`src/design/mcec_pkg.sv`:
```
// Package for the Markov context emission counter.
// Holds the sizing constants, opcode and register codes, and the queue command type.
// No dependencies; every other file of the block imports it.
package mcec_pkg;

    localparam int MAX_ORDER   = 5;
    localparam int COUNT_WIDTH = 32;
    localparam int NUM_LABELS  = 32;

    localparam int HIST_W      = 2 * MAX_ORDER;
    localparam int TABLE_BITS  = HIST_W + 2;
    localparam int TABLE_SIZE  = 1 << TABLE_BITS;
    localparam int FILL_W      = $clog2(MAX_ORDER + 1);

    localparam int QUEUE_DEPTH = 4;

    localparam int NUC_W       = 2;
    localparam int LABEL_W     = 5;
    localparam int READ_IDX_W  = 12;
    localparam int OUT_W       = 32;
    localparam int ORDER_W     = 3;
    localparam int MASK_W      = 32;
    localparam int CFG_DATA_W  = 32;
    localparam int CFG_INDEX_W = 1;
    localparam int WIDE_W      = COUNT_WIDTH + OUT_W;

    localparam logic [ORDER_W-1:0] ORDER_RESET = ORDER_W'(5);

    localparam logic OP_COUNT = 1'b0;
    localparam logic OP_READ  = 1'b1;

    localparam logic [CFG_INDEX_W-1:0] REG_TARGET_MASK   = CFG_INDEX_W'(0);
    localparam logic [CFG_INDEX_W-1:0] REG_CONTEXT_ORDER = CFG_INDEX_W'(1);

    typedef struct packed {
        logic                  is_read;
        logic [TABLE_BITS-1:0] addr;
    } cmd_t;

    // Counters wider than the output port are clipped to its top value.
    function automatic logic [OUT_W-1:0] clip_count(input logic [COUNT_WIDTH-1:0] v);
        logic [OUT_W-1:0] r;
        if (WIDE_W'(v) > WIDE_W'({OUT_W{1'b1}}))
        begin
            r = '1;
        end
        else
        begin
            r = OUT_W'(v);
        end
        return r;
    endfunction

endpackage

```
`src/design/mcec_queue.sv`:
```
// Short command queue between the front end and the table engine.
// Depends on mcec_pkg for cmd_t and QUEUE_DEPTH.
module mcec_queue (
    input  logic           clk,
    input  logic           rst_n,
    input  logic           push_valid,
    output logic           push_ready,
    input  mcec_pkg::cmd_t push_cmd,
    output logic           pop_valid,
    input  logic           pop_ready,
    output mcec_pkg::cmd_t pop_cmd
);
    import mcec_pkg::*;

    localparam int PTR_W = $clog2(QUEUE_DEPTH);
    localparam int CNT_W = $clog2(QUEUE_DEPTH + 1);

    cmd_t             slot_reg [QUEUE_DEPTH];
    logic [PTR_W-1:0] wr_reg, rd_reg;
    logic [CNT_W-1:0] count_reg;
    logic             push_fire, pop_fire;

    assign push_ready = (count_reg != CNT_W'(QUEUE_DEPTH));
    assign pop_valid  = (count_reg != '0);
    assign pop_cmd    = slot_reg[rd_reg];
    assign push_fire  = push_valid && push_ready;
    assign pop_fire   = pop_valid && pop_ready;

    always_ff @(posedge clk)
    begin
        if (push_fire)
        begin
            slot_reg[wr_reg] <= push_cmd;
        end
    end

    always_ff @(posedge clk or negedge rst_n)
    begin
        if (!rst_n)
        begin
            wr_reg    <= '0;
            rd_reg    <= '0;
            count_reg <= '0;
        end
        else
        begin
            if (push_fire)
            begin
                wr_reg <= (wr_reg == PTR_W'(QUEUE_DEPTH - 1)) ? '0 : wr_reg + 1'b1;
            end
            if (pop_fire)
            begin
                rd_reg <= (rd_reg == PTR_W'(QUEUE_DEPTH - 1)) ? '0 : rd_reg + 1'b1;
            end
            if (push_fire && !pop_fire)
            begin
                count_reg <= count_reg + 1'b1;
            end
            else if (pop_fire && !push_fire)
            begin
                count_reg <= count_reg - 1'b1;
            end
        end
    end

`ifndef ASSERT_OFF
    a_count_bound: assert property (@(posedge clk) disable iff (!rst_n)
        count_reg <= CNT_W'(QUEUE_DEPTH))
        else $error("queue count beyond depth");

    a_count_up: assert property (@(posedge clk) disable iff (!rst_n)
        (push_fire && !pop_fire) |=> count_reg == $past(count_reg) + 1'b1)
        else $error("queue count did not follow a push");

    a_count_down: assert property (@(posedge clk) disable iff (!rst_n)
        (pop_fire && !push_fire) |=> count_reg == $past(count_reg) - 1'b1)
        else $error("queue count did not follow a pop");
`endif

endmodule

```
`config.mk`:
```
export PLATFORM = sky130hd
export DESIGN_NAME = mcec_queue
export DESIGN_NICKNAME = d
export VERILOG_FILES = /design/src/design/mcec_pkg.sv /design/src/design/mcec_queue.sv
export SDC_FILE = /design/constraint.sdc
export NUM_CORES = 1
export LEC_CHECK = 0
export BUFFER_PORTS_ARGS = -buffer_cell sky130_fd_sc_hd__buf_2
export CAP_MARGIN = 40
export CORE_UTILIZATION = 45
export DETAILED_ROUTE_END_ITERATION = 6
export PLACE_DENSITY = 0.67
export SETUP_SLACK_MARGIN = 0.02
export SYNTH_ARGS = -nofsm -noshare
export SYNTH_HDL_FRONTEND = slang
export SYNTH_SLANG_ARGS = --single-unit
```
`constraint.sdc`:
```
create_clock -name clk -period 1.9 [get_ports clk]
set_clock_uncertainty 0.1 [all_clocks]
set_input_delay 0.285 -clock clk [delete_from_list [all_inputs] [get_ports clk]]
set_output_delay 0.285 -clock clk [all_outputs]
set_load 0.01 [all_outputs]
```
==> metrics.md <==
| Metric | Value |
|---|---|
| Final net count | `183` |
| CTS tree | `done` |
| Util after Layout | `60.75%` |
| Sequential fraction of the synthesis area | `74.99%` |
| Die H | `73.74 um` |
| Yosys warnings | `0` |
| Slew Limit Fails | `0` |
| Hold WC Path Type | `in -> reg` |
| CP Capture Point | `count_reg[1]` |
| Reg2Reg Setup Slack | `-0.15 ns` |
| Synth Net Count | `128` |
| Number of flip-flops in the largest register | `52` |
| Iteration-0 DRC Markers | `73` |
| Final worst path period share | `107.7%` |
| WL/cell | `16.75 um` |
| Dominant cells by area after synthesis | `edfxtp_1, mux4_2, dfrtp_1` |
| Worst Slack Setup Final | `-0.1454 ns` |
| Core Footprint | `4848 um^2` |
| Final setup viols | `13` |
| Final Hold Violating Endpoints | `0` |
| Hold Slack | `0.06837 ns` |
| Drt via density | `5.070` |
| Clk slew on worst S/H paths | `0.06 ns` |
| # rows | `25` |
| Worst r2r dst | `count_reg[1]` |
| ANT cells | `0` |
| CTS sink count | `59` |
| First-pass GRT wire length | `6.299 mm` |
| Root Buffer | `clkbuf_8` |
| Leakage power | `1.102 nW` |
| First drt pass iteration count | `4` |
| Max-slew headroom | `74.97%` |
| Gr ovfl total | `0` |
| Highest clock rate | `0.4889 GHz` |
| Cells after DPL | `210` |
| Worst skew pair latency | `0.33 ns` |
| Commonest non-fill, non-tap cell in the layout | `edfxtp_1` |
| Yosys top cell area share | `67.42%` |
| Layout cells sized above 1 | `52.76%` |
| Synth Register Bits | `59` |
| Starting density of the core | `47.77%` |
| Initial antenna violation count | `0` |
| RSZ-0062 raised after global routing | `yes` |
| Worst Setup SP | `count_reg[0]` |
| Commonest non-fill, non-tap cells in the layout | `edfxtp_1, buf_2, mux4_2, buf_4, buf_6` |
| Failing checks | `negative setup slack` |
| CTS Buf Count | `9` |
| Req. time, crit path | `2.01 ns` |
| Reg-to-Reg Start | `count_reg[0]` |
| I/O Buffers | `31` |
| GPL Wtd Cong | `0.7919` |
| Largest net degree at the start of global routing | `14` |
| Total power draw | `0.004722 W` |
| DP HPWL | `2.351 mm` |
| CP max FO | `3` |
| Vias | `1166` |
| Vias in the first global route | `1262` |
| Syn avg cell area | `22.27 um^2` |
| Pwr dens | `1603 nW/um^2` |
| Final cell count without fillers | `230` |
| Setup WS pre-CTS | `-0.1402 ns` |
| Crit. End Element | `flip-flop` |
| CP Class | `reg -> reg` |
| Io pins | `32` |
| GRT Total Usage | `17.02%` |
| R2R depth | `6` |
| DIE WIDTH | `73.74 um` |
| Post-synth top area cell | `edfxtp_1` |
| Worst-margin pin slew | `0.3755 ns` |
| Cell Area, Synth | `2316 um^2` |
| Max Buffers Root-to-Sink | `2` |
| Drt drc | `0` |
| Period minus WS final | `2.045 ns` |
| CP arrival | `2.15 ns` |
| Startpoint types | `flip-flop` |
| Max-cap violations | `0` |
| Cell variety after synth | `18` |
| Outcome | `finished with violations` |
| DRT antenna net count | `0` |
| H-tree level count | `3` |
| Area Growth Syn to Fin | `27.17%` |
| Die footprint | `5438 um^2` |
| Mapped Cells | `104` |
| Routed WL | `3.853 mm` |
| Max VDD drop | `0.001047 V` |
## stage by stage
| stage | area, um^2 | setup TNS, ns |
|---|---|---|
| after detailed placement | 2639 | -0.2732 |
| after CTS | 2928 | -1.125 |
| after global placement | 2639 | -0.1308 |
| after global routing | 2945 | -1.597 |
| after floorplan | 2335 | -0.3099 |
| final | 2945 | -0.7377 |
## kinds of logic after synthesis
family | share of synthesized area [%]
XOR/XNOR | 1.135
adder cells (fa/ha/maj) | 4.106
AND/OR/NAND/NOR | 3.133
multiplexers | 15.40
flip-flops | 74.99
buffers and inverters | 1.243
## Yosys cell counts
library cell,number
nor2_1,3
mux2_4,2
fa_1,1
nand2_1,1
buf_4,1
and2_4,1
mux2_2,3
ha_1,6
edfxtp_1,52
or3_2,1
inv_1,3
xnor2_1,1
and3_2,4
or3b_4,1
buf_2,2
mux4_2,13
xor2_1,2
dfrtp_1,7
## worst min path at each step
stage	start	end	slack, ns	cells after the start
final	push_cmd[1]	slot_reg[3][1]	0.07	1
after global routing	push_cmd[8]	slot_reg[1][8]	0.06	1
after CTS	push_cmd[10]	slot_reg[3][10]	0.06	1
after detailed placement	rst_n	count_reg[2]	0.04	1
after global placement	rst_n	count_reg[1]	0.03	1
after floorplan	rst_n	count_reg[0]	-0.11	0
## metal layers
layer  global-route usage (%)  wire [um]  vias to the layer above
met5                        0          0                        -
met4                    8.974         51                        0
met3                    5.487        173                        6
met2                    27.42       1973                       38
met1                    20.45       1655                      595
li1                         -          -                      527
## power breakdown
group | leakage (nW) | total, W | switching, W | internal (W)
clock network | 0.0882 | 0.00103 | 0.000446 | 0.000588
logic | 0.456 | 0.00182 | 0.000770 | 0.00105
registers | 0.558 | 0.00187 | 0.000122 | 0.00174
total | 1.10 | 0.00472 | 0.00134 | 0.00338
## what timing repair did
action / 4_1_cts / 5_1_grt
pin swaps: 2 / 1
endpoints found under the setup margin: 15 / 15
gates cloned: 1 / 0
gates resized for setup: 10 / 6
endpoints found under the hold margin: 7 / 0
hold buffers: 1 / 0
buffers inserted: 3 / 1
## critical path, stage by stage, from the launching register on
cell	delay [ns]
dfrtp_1	0.39
or3b_4	0.40
and2_4	0.16
ha_4	0.15
inv_2	0.05
fa_1	0.40
mux2_2	0.27
## layout make-up
cell class,instances,area (um^2)
Clock buffer,11,131.4
Clock inverter,4,42.54
Fill cell,370,1903
Inverter,3,11.26
Multi-Input combinational cell,39,574.3
Sequential cell,59,1738
Tap cell,67,83.83
Timing Repair Buffer,47,364.1
Power figures use the tool's default switching activity.
