===== config.mk =====
export PLATFORM = sky130hd
export DESIGN_NAME = mcec_front_flat
export DESIGN_NICKNAME = d
export VERILOG_FILES = /design/src/design/mcec_pkg.sv /design/src/design/mcec_in_if.sv /design/src/design/mcec_front.sv /design/src/flat_wrapper.sv
export SDC_FILE = /design/constraint.sdc
export NUM_CORES = 1
export LEC_CHECK = 0
export BUFFER_PORTS_ARGS = -buffer_cell sky130_fd_sc_hd__buf_2
export CORE_MARGIN = 2
export CORE_UTILIZATION = 40
export CTS_CLUSTER_DIAMETER = 150
export DETAILED_ROUTE_END_ITERATION = 6
export PLACE_DENSITY = 0.64
export SYNTH_ARGS = -nofsm -noshare
export SYNTH_HDL_FRONTEND = slang
export SYNTH_SLANG_ARGS = --single-unit

===== constraint.sdc =====
create_clock -name clk -period 2.15 [get_ports clk]
set_input_delay 0.1075 -clock clk [delete_from_list [all_inputs] [get_ports clk]]
set_output_delay 0.1075 -clock clk [all_outputs]
set_load 0.02 [all_outputs]

===== src/design/mcec_pkg.sv =====
// Package for the Markov context emission counter.
// Holds the sizing constants, opcode and register codes, and the queue command type.
// No dependencies; every other file of the block imports it.
package mcec_pkg;

    localparam int MAX_ORDER   = 5;
    localparam int COUNT_WIDTH = 32;
    localparam int NUM_LABELS  = 32;

    localparam int HIST_W      = 2 * MAX_ORDER;
    localparam int TABLE_BITS  = HIST_W + 2;
    localparam int TABLE_SIZE  = 1 << TABLE_BITS;
    localparam int FILL_W      = $clog2(MAX_ORDER + 1);

    localparam int QUEUE_DEPTH = 4;

    localparam int NUC_W       = 2;
    localparam int LABEL_W     = 5;
    localparam int READ_IDX_W  = 12;
    localparam int OUT_W       = 32;
    localparam int ORDER_W     = 3;
    localparam int MASK_W      = 32;
    localparam int CFG_DATA_W  = 32;
    localparam int CFG_INDEX_W = 1;
    localparam int WIDE_W      = COUNT_WIDTH + OUT_W;

    localparam logic [ORDER_W-1:0] ORDER_RESET = ORDER_W'(5);

    localparam logic OP_COUNT = 1'b0;
    localparam logic OP_READ  = 1'b1;

    localparam logic [CFG_INDEX_W-1:0] REG_TARGET_MASK   = CFG_INDEX_W'(0);
    localparam logic [CFG_INDEX_W-1:0] REG_CONTEXT_ORDER = CFG_INDEX_W'(1);

    typedef struct packed {
        logic                  is_read;
        logic [TABLE_BITS-1:0] addr;
    } cmd_t;

    // Counters wider than the output port are clipped to its top value.
    function automatic logic [OUT_W-1:0] clip_count(input logic [COUNT_WIDTH-1:0] v);
        logic [OUT_W-1:0] r;
        if (WIDE_W'(v) > WIDE_W'({OUT_W{1'b1}}))
        begin
            r = '1;
        end
        else
        begin
            r = OUT_W'(v);
        end
        return r;
    endfunction

endpackage


===== src/design/mcec_in_if.sv =====
// Input channel of the Markov context emission counter: valid/ready plus one position.
// Depends on mcec_pkg for the field widths.
interface mcec_in_if;
    import mcec_pkg::*;

    logic                  valid;
    logic                  ready;
    logic                  opcode;
    logic [NUC_W-1:0]      nucleotide;
    logic [LABEL_W-1:0]    state_label;
    logic                  range_start;
    logic [READ_IDX_W-1:0] read_index;

    modport source (output valid, opcode, nucleotide, state_label, range_start, read_index,
                    input ready);
    modport sink   (input valid, opcode, nucleotide, state_label, range_start, read_index,
                    output ready);
endinterface


===== src/design/mcec_front.sv =====
// Front end: configuration registers, base history and classification of each position.
// Depends on mcec_pkg and mcec_in_if; feeds commands to mcec_queue.
module mcec_front (
    input  logic                             clk,
    input  logic                             rst_n,
    input  logic                             cfg_we,
    input  logic [mcec_pkg::CFG_INDEX_W-1:0] cfg_index,
    input  logic [mcec_pkg::CFG_DATA_W-1:0]  cfg_data,
    mcec_in_if.sink                          in_ch,
    input  logic                             hold,
    output logic                             push_valid,
    output mcec_pkg::cmd_t                   push_cmd,
    input  logic                             push_ready
);
    import mcec_pkg::*;

    logic [MASK_W-1:0]  mask_reg;
    logic [ORDER_W-1:0] order_reg;
    logic [HIST_W-1:0]  hist_reg, hist_next;
    logic [FILL_W-1:0]  fill_reg, fill_next;

    logic [ORDER_W-1:0] k;
    logic [HIST_W-1:0]  hist_base;
    logic [FILL_W-1:0]  fill_base;
    logic [HIST_W-1:0]  ctx_mask;
    logic               label_on;
    logic               count_ok;
    logic               is_read;
    logic               fire;

    assign in_ch.ready = push_ready && !hold;
    assign fire        = in_ch.valid && in_ch.ready;
    assign is_read     = (in_ch.opcode == OP_READ);

    always_comb
    begin
        if (order_reg == '0)
        begin
            k = ORDER_W'(1);
        end
        else if (order_reg > ORDER_W'(MAX_ORDER))
        begin
            k = ORDER_W'(MAX_ORDER);
        end
        else
        begin
            k = order_reg;
        end

        // A range start wipes the history before this position is looked at.
        hist_base = in_ch.range_start ? '0 : hist_reg;
        fill_base = in_ch.range_start ? '0 : fill_reg;

        for (int i = 0; i < MAX_ORDER; i++)
        begin
            ctx_mask[2*i +: 2] = (i < int'(k)) ? 2'b11 : 2'b00;
        end

        label_on = (int'(in_ch.state_label) < NUM_LABELS) && mask_reg[in_ch.state_label];
        count_ok = (int'(fill_base) >= int'(k)) && label_on;

        push_cmd.is_read = is_read;
        push_cmd.addr    = is_read ? TABLE_BITS'(in_ch.read_index)
                                   : {hist_base & ctx_mask, in_ch.nucleotide};
        push_valid       = fire && (is_read || count_ok);

        hist_next = hist_reg;
        fill_next = fill_reg;
        if (fire && !is_read)
        begin
            hist_next = HIST_W'({hist_base, in_ch.nucleotide});
            fill_next = (int'(fill_base) < MAX_ORDER) ? fill_base + 1'b1 : fill_base;
        end
    end

    always_ff @(posedge clk or negedge rst_n)
    begin
        if (!rst_n)
        begin
            mask_reg  <= '0;
            order_reg <= ORDER_RESET;
            hist_reg  <= '0;
            fill_reg  <= '0;
        end
        else
        begin
            hist_reg <= hist_next;
            fill_reg <= fill_next;
            if (cfg_we)
            begin
                case (cfg_index)
                    REG_TARGET_MASK:   mask_reg  <= cfg_data[MASK_W-1:0];
                    REG_CONTEXT_ORDER: order_reg <= cfg_data[ORDER_W-1:0];
                    default:           ;
                endcase
            end
        end
    end

endmodule


===== src/flat_wrapper.sv =====
// flat-port wrapper written by rule: the top's interface ports become plain ports
module mcec_front_flat import mcec_pkg::*;
  (clk, rst_n, cfg_we, cfg_index, cfg_data, hold, push_valid, push_cmd, push_ready, in_ch_valid, in_ch_opcode, in_ch_nucleotide, in_ch_state_label, in_ch_range_start, in_ch_read_index, in_ch_ready);
  mcec_in_if in_ch_i ();
  input  logic clk;
  input  logic rst_n;
  input  logic cfg_we;
  input  logic [mcec_pkg::CFG_INDEX_W-1:0] cfg_index;
  input  logic [mcec_pkg::CFG_DATA_W-1:0] cfg_data;
  input  logic hold;
  output logic push_valid;
  output mcec_pkg::cmd_t push_cmd;
  input  logic push_ready;
  input wire logic [$bits(in_ch_i.valid)-1:0] in_ch_valid;
  input wire logic [$bits(in_ch_i.opcode)-1:0] in_ch_opcode;
  input wire logic [$bits(in_ch_i.nucleotide)-1:0] in_ch_nucleotide;
  input wire logic [$bits(in_ch_i.state_label)-1:0] in_ch_state_label;
  input wire logic [$bits(in_ch_i.range_start)-1:0] in_ch_range_start;
  input wire logic [$bits(in_ch_i.read_index)-1:0] in_ch_read_index;
  output wire logic [$bits(in_ch_i.ready)-1:0] in_ch_ready;
  assign in_ch_i.valid = in_ch_valid;
  assign in_ch_i.opcode = in_ch_opcode;
  assign in_ch_i.nucleotide = in_ch_nucleotide;
  assign in_ch_i.state_label = in_ch_state_label;
  assign in_ch_i.range_start = in_ch_range_start;
  assign in_ch_i.read_index = in_ch_read_index;
  assign in_ch_ready = in_ch_i.ready;
  mcec_front u_core (.clk(clk), .rst_n(rst_n), .cfg_we(cfg_we), .cfg_index(cfg_index), .cfg_data(cfg_data), .in_ch(in_ch_i), .hold(hold), .push_valid(push_valid), .push_cmd(push_cmd), .push_ready(push_ready));
endmodule

==> flow_summary_export.csv <==
group,metric,value,unit
final_layout,antenna-diode-count,0,
pwr,leakage,1.40,nW
final_layout,final_cells,353,
global_route,grt_antenna_before_repair,0,
drt,wl_per_cell,13.7,um
clocking,cts_buffers,5,
drt,remaining_drc_errors,0,
hold_path,min_path_cells,3,
worst_setup_path,reg2regPathDepth,4,
timing,fin_setup_tns,0,ns
pwr,powerDensity,714,nW/um^2
place,hpwl,3690,um
pwr,combPwrFrac,0.215,
yosys,synth_nets,269,
timing,final_max_slew_viol_count,0,
pwr,intPower,1.56,mW
timing,slew_headroom,0.593,
worst_setup_path,timing.rr.end,"u_core.fill_reg[2]",
worst_setup_path,reg2reg_from,"u_core.fill_reg[1]",
clocking,cts_setup_buffers,0,
place,gp_congestion,0.723,
pwr,pwr-share-seq,0.525,
timing,fin_crit_sh,0.991,
drt,vias,1791,
timing,fmax,0.469,GHz
final_layout,mostFrequentLayoutCells,"buf_2, dfrtp_1, mux2_2",
clocking,cts_tree,"built",
hold_path,min_from,"in_ch_nucleotide[1]",
floorplanning,die_w,82.4,um
global_route,grt_util_all_layers,0.154,
global_route,grt_pass1_wl,7820,um
hold_path,hold_end,"u_core.hist_reg[1]",
global_route,first_global_vias,1657,
status,outcome,"complete, no violations",
hold_path,hold_class,"input port to flip-flop",
floorplanning,initial_core_util,0.415,
final_layout,final.fill_count,572,
clocking,cts-root-buf,"clkbuf_8",
final_layout,nNetsFinal,341,
clocking,clk_latency,0.29,ns
pwr,vdd_drop_max,0.000536,V
yosys,postSynthAreaPerCell,12.0,um^2
pwr,sw_frac_of_total,0.272,
floorplanning,pin_count,75,
drt,initialDrtViolationCount,100,
timing,finClkSkew,0.00285,ns
clocking,cts_sinks,48,
yosys,ys_seq_area_frac,0.490,
final_layout,final_common_cell,"buf_2",
worst_setup_path,worst_setup_path_end_kind,"output port",
worst_setup_path,cp-start-kind,"flip-flop",
floorplanning,coreArea,5920,um^2
drt,via_per_inst,5.07,
pwr,netSwitchingPower,580,uW
drt,drt_first_pass_iters,3,
worst_setup_path,critPathKind,"flip-flop to output port",
global_route,grt-ovfl-total,0,
place,dp.cells,344,
yosys,synthDistinctLibCells,37,
timing,timing_hold_violations_final,0,
yosys,synth_seq_cells,48,
clocking,cts.path.max_buffers,2,
clocking,htreeDepth,2,
clocking,clk_pin_slew_worst_paths,0.09,ns
final_layout,drive_gt1_frac,0.493,
worst_setup_path,crit_arrival,2.02,ns
worst_setup_path,required,2.04,ns
drt,totalWireLength,4830,um
timing,worst_pin_slew,0.611,ns
global_route,grt_max_degree,49,
yosys,yosys_warnings,0,
floorplanning,die-height,82.4,um
floorplanning,die_area,6790,um^2
yosys,syn_area,2460,um^2
floorplanning,rows,28,
timing,rsz0062_at_grt,"yes",
worst_setup_path,reg2reg_setup_slack,0.81,ns
final_layout,largest_register_ff_count,32,
worst_setup_path,crit_fanout,5,
pwr,clkPwrFrac,0.260,
timing,final-setup-viol-count,0,
job,max-cap-violations,0,
timing,min_period,2.13,ns
yosys,synthCells,205,
drt,ant_nets,0,
place,numPortBuffers,74,
final_layout,areaGrowthSynthToFinish,21.6,%
## how the worst max path moves through the flow
stage                        start          to
6_report       u_core.order_reg[2]  push_valid
3_5_place_dp   u_core.order_reg[2]  push_valid
4_1_cts        u_core.order_reg[2]  push_valid
3_3_place_gp   u_core.order_reg[2]  push_valid
2_1_floorplan  u_core.order_reg[2]  push_valid
5_1_grt        u_core.order_reg[2]  push_valid
## synthesized netlist by cell type
cell type,count,area (um^2)
dfrtp_1,46,1150
mux2_2,37,417
nand2_1,28,105
o21ai_0,8,40.0
nand2b_1,7,43.8
a22o_1,6,52.6
clkbuf_1,6,22.5
mux2i_1,6,60.1
mux4_2,6,135
inv_1,5,18.8
nor2_1,5,18.8
ha_1,4,50.1
nand3b_1,4,30.0
a21oi_1,3,15.0
buf_2,3,15.0
nor2b_1,3,18.8
a31oi_1,2,12.5
buf_6,2,22.5
dfstp_2,2,52.6
mux2_1,2,22.5
nor3_1,2,10.0
nor3b_1,2,15.0
o31ai_1,2,15.0
a2111oi_0,1,8.76
a21boi_0,1,7.51
a21o_1,1,7.51
a221oi_2,1,15.0
a311oi_2,1,15.0
and2b_2,1,8.76
buf_1,1,3.75
buf_4,1,7.51
nand3_1,1,5.00
nor4_1,1,6.26
o211ai_1,1,7.51
o21a_1,1,7.51
o22a_1,1,8.76
or2_2,1,6.26
## stage by stage
| stage | total power, mW | hold WS [ns] | worst slack, ns | instance area, um^2 | utilization |
|---|---|---|---|---|---|
| 3_3_place_gp | 1.58 | 0.247 | 0.316 | 2880 | 0.486 |
| 5_1_grt | 2.27 | 0.0112 | -0.117 | 2990 | 0.505 |
| 4_1_cts | 2.16 | 0.000822 | 0.00459 | 2980 | 0.504 |
| 6_report | 2.14 | 0.0102 | 0.0184 | 2990 | 0.505 |
| 2_1_floorplan | 1.44 | -0.188 | 0.362 | 2460 | - |
| 3_5_place_dp | 1.60 | 0.246 | 0.287 | 2880 | 0.486 |
## repair_timing
| item | in CTS | in global routing |
|---|---|---|
| endpoints found under the setup margin | 1 | 1 |
| resized for setup | 3 | 3 |
| hold endpoints to repair | 46 | 0 |
| hold buffers | 1 | 0 |
| pin swaps | 1 | 5 |
## cell families after synthesis
group	share of synthesized area
AOI/OAI and AO/OA	0.0865
adders and majority gates	0.0204
and+or+nand+nor	0.109
muxes	0.258
DFF	0.490
buffers and inverters	0.0366
## cell type report
class,count,area [um^2],area share
Sequential cell,48,1200,0.403
Tap cell,75,93.8,0.0314
Clock buffer,7,86.3,0.0289
Inverter,5,18.8,0.00628
Timing Repair Buffer,78,405,0.136
Multi-Input combinational cell,139,1170,0.393
Clock inverter,1,7.51,0.00251
## layer usage
layer | wire length (um) | share of wire | track usage | up-vias
met2 | 2220 | 0.46 | 0.236 | 51
met4 | 61 | 0.013 | 0.0500 | 0
met1 | 2200 | 0.46 | 0.208 | 852
met5 | 0 | 0 | 0 | -
met3 | 347 | 0.072 | 0.0478 | 7
li1 | - | - | - | 881
## power by group through the flow
stage                     sequential (mW)  clock [mW]  combinational (mW)
after floorplan                      1.11           0               0.325
after global placement               1.14           0               0.442
after detailed placement             1.14           0               0.454
after CTS                            1.12       0.576               0.460
after global routing                 1.14       0.613               0.517
final                                1.12       0.555               0.460
## critical path, stage by stage, from the launching register on
cell      delay (ns)
dfstp_2         0.57
nand2b_1        0.06
a21o_1          0.15
ha_1            0.26
inv_1           0.04
a21boi_2        0.14
o21ai_2         0.07
a221oi_2        0.24
buf_4           0.19
(Power assumes the default switching activity.)
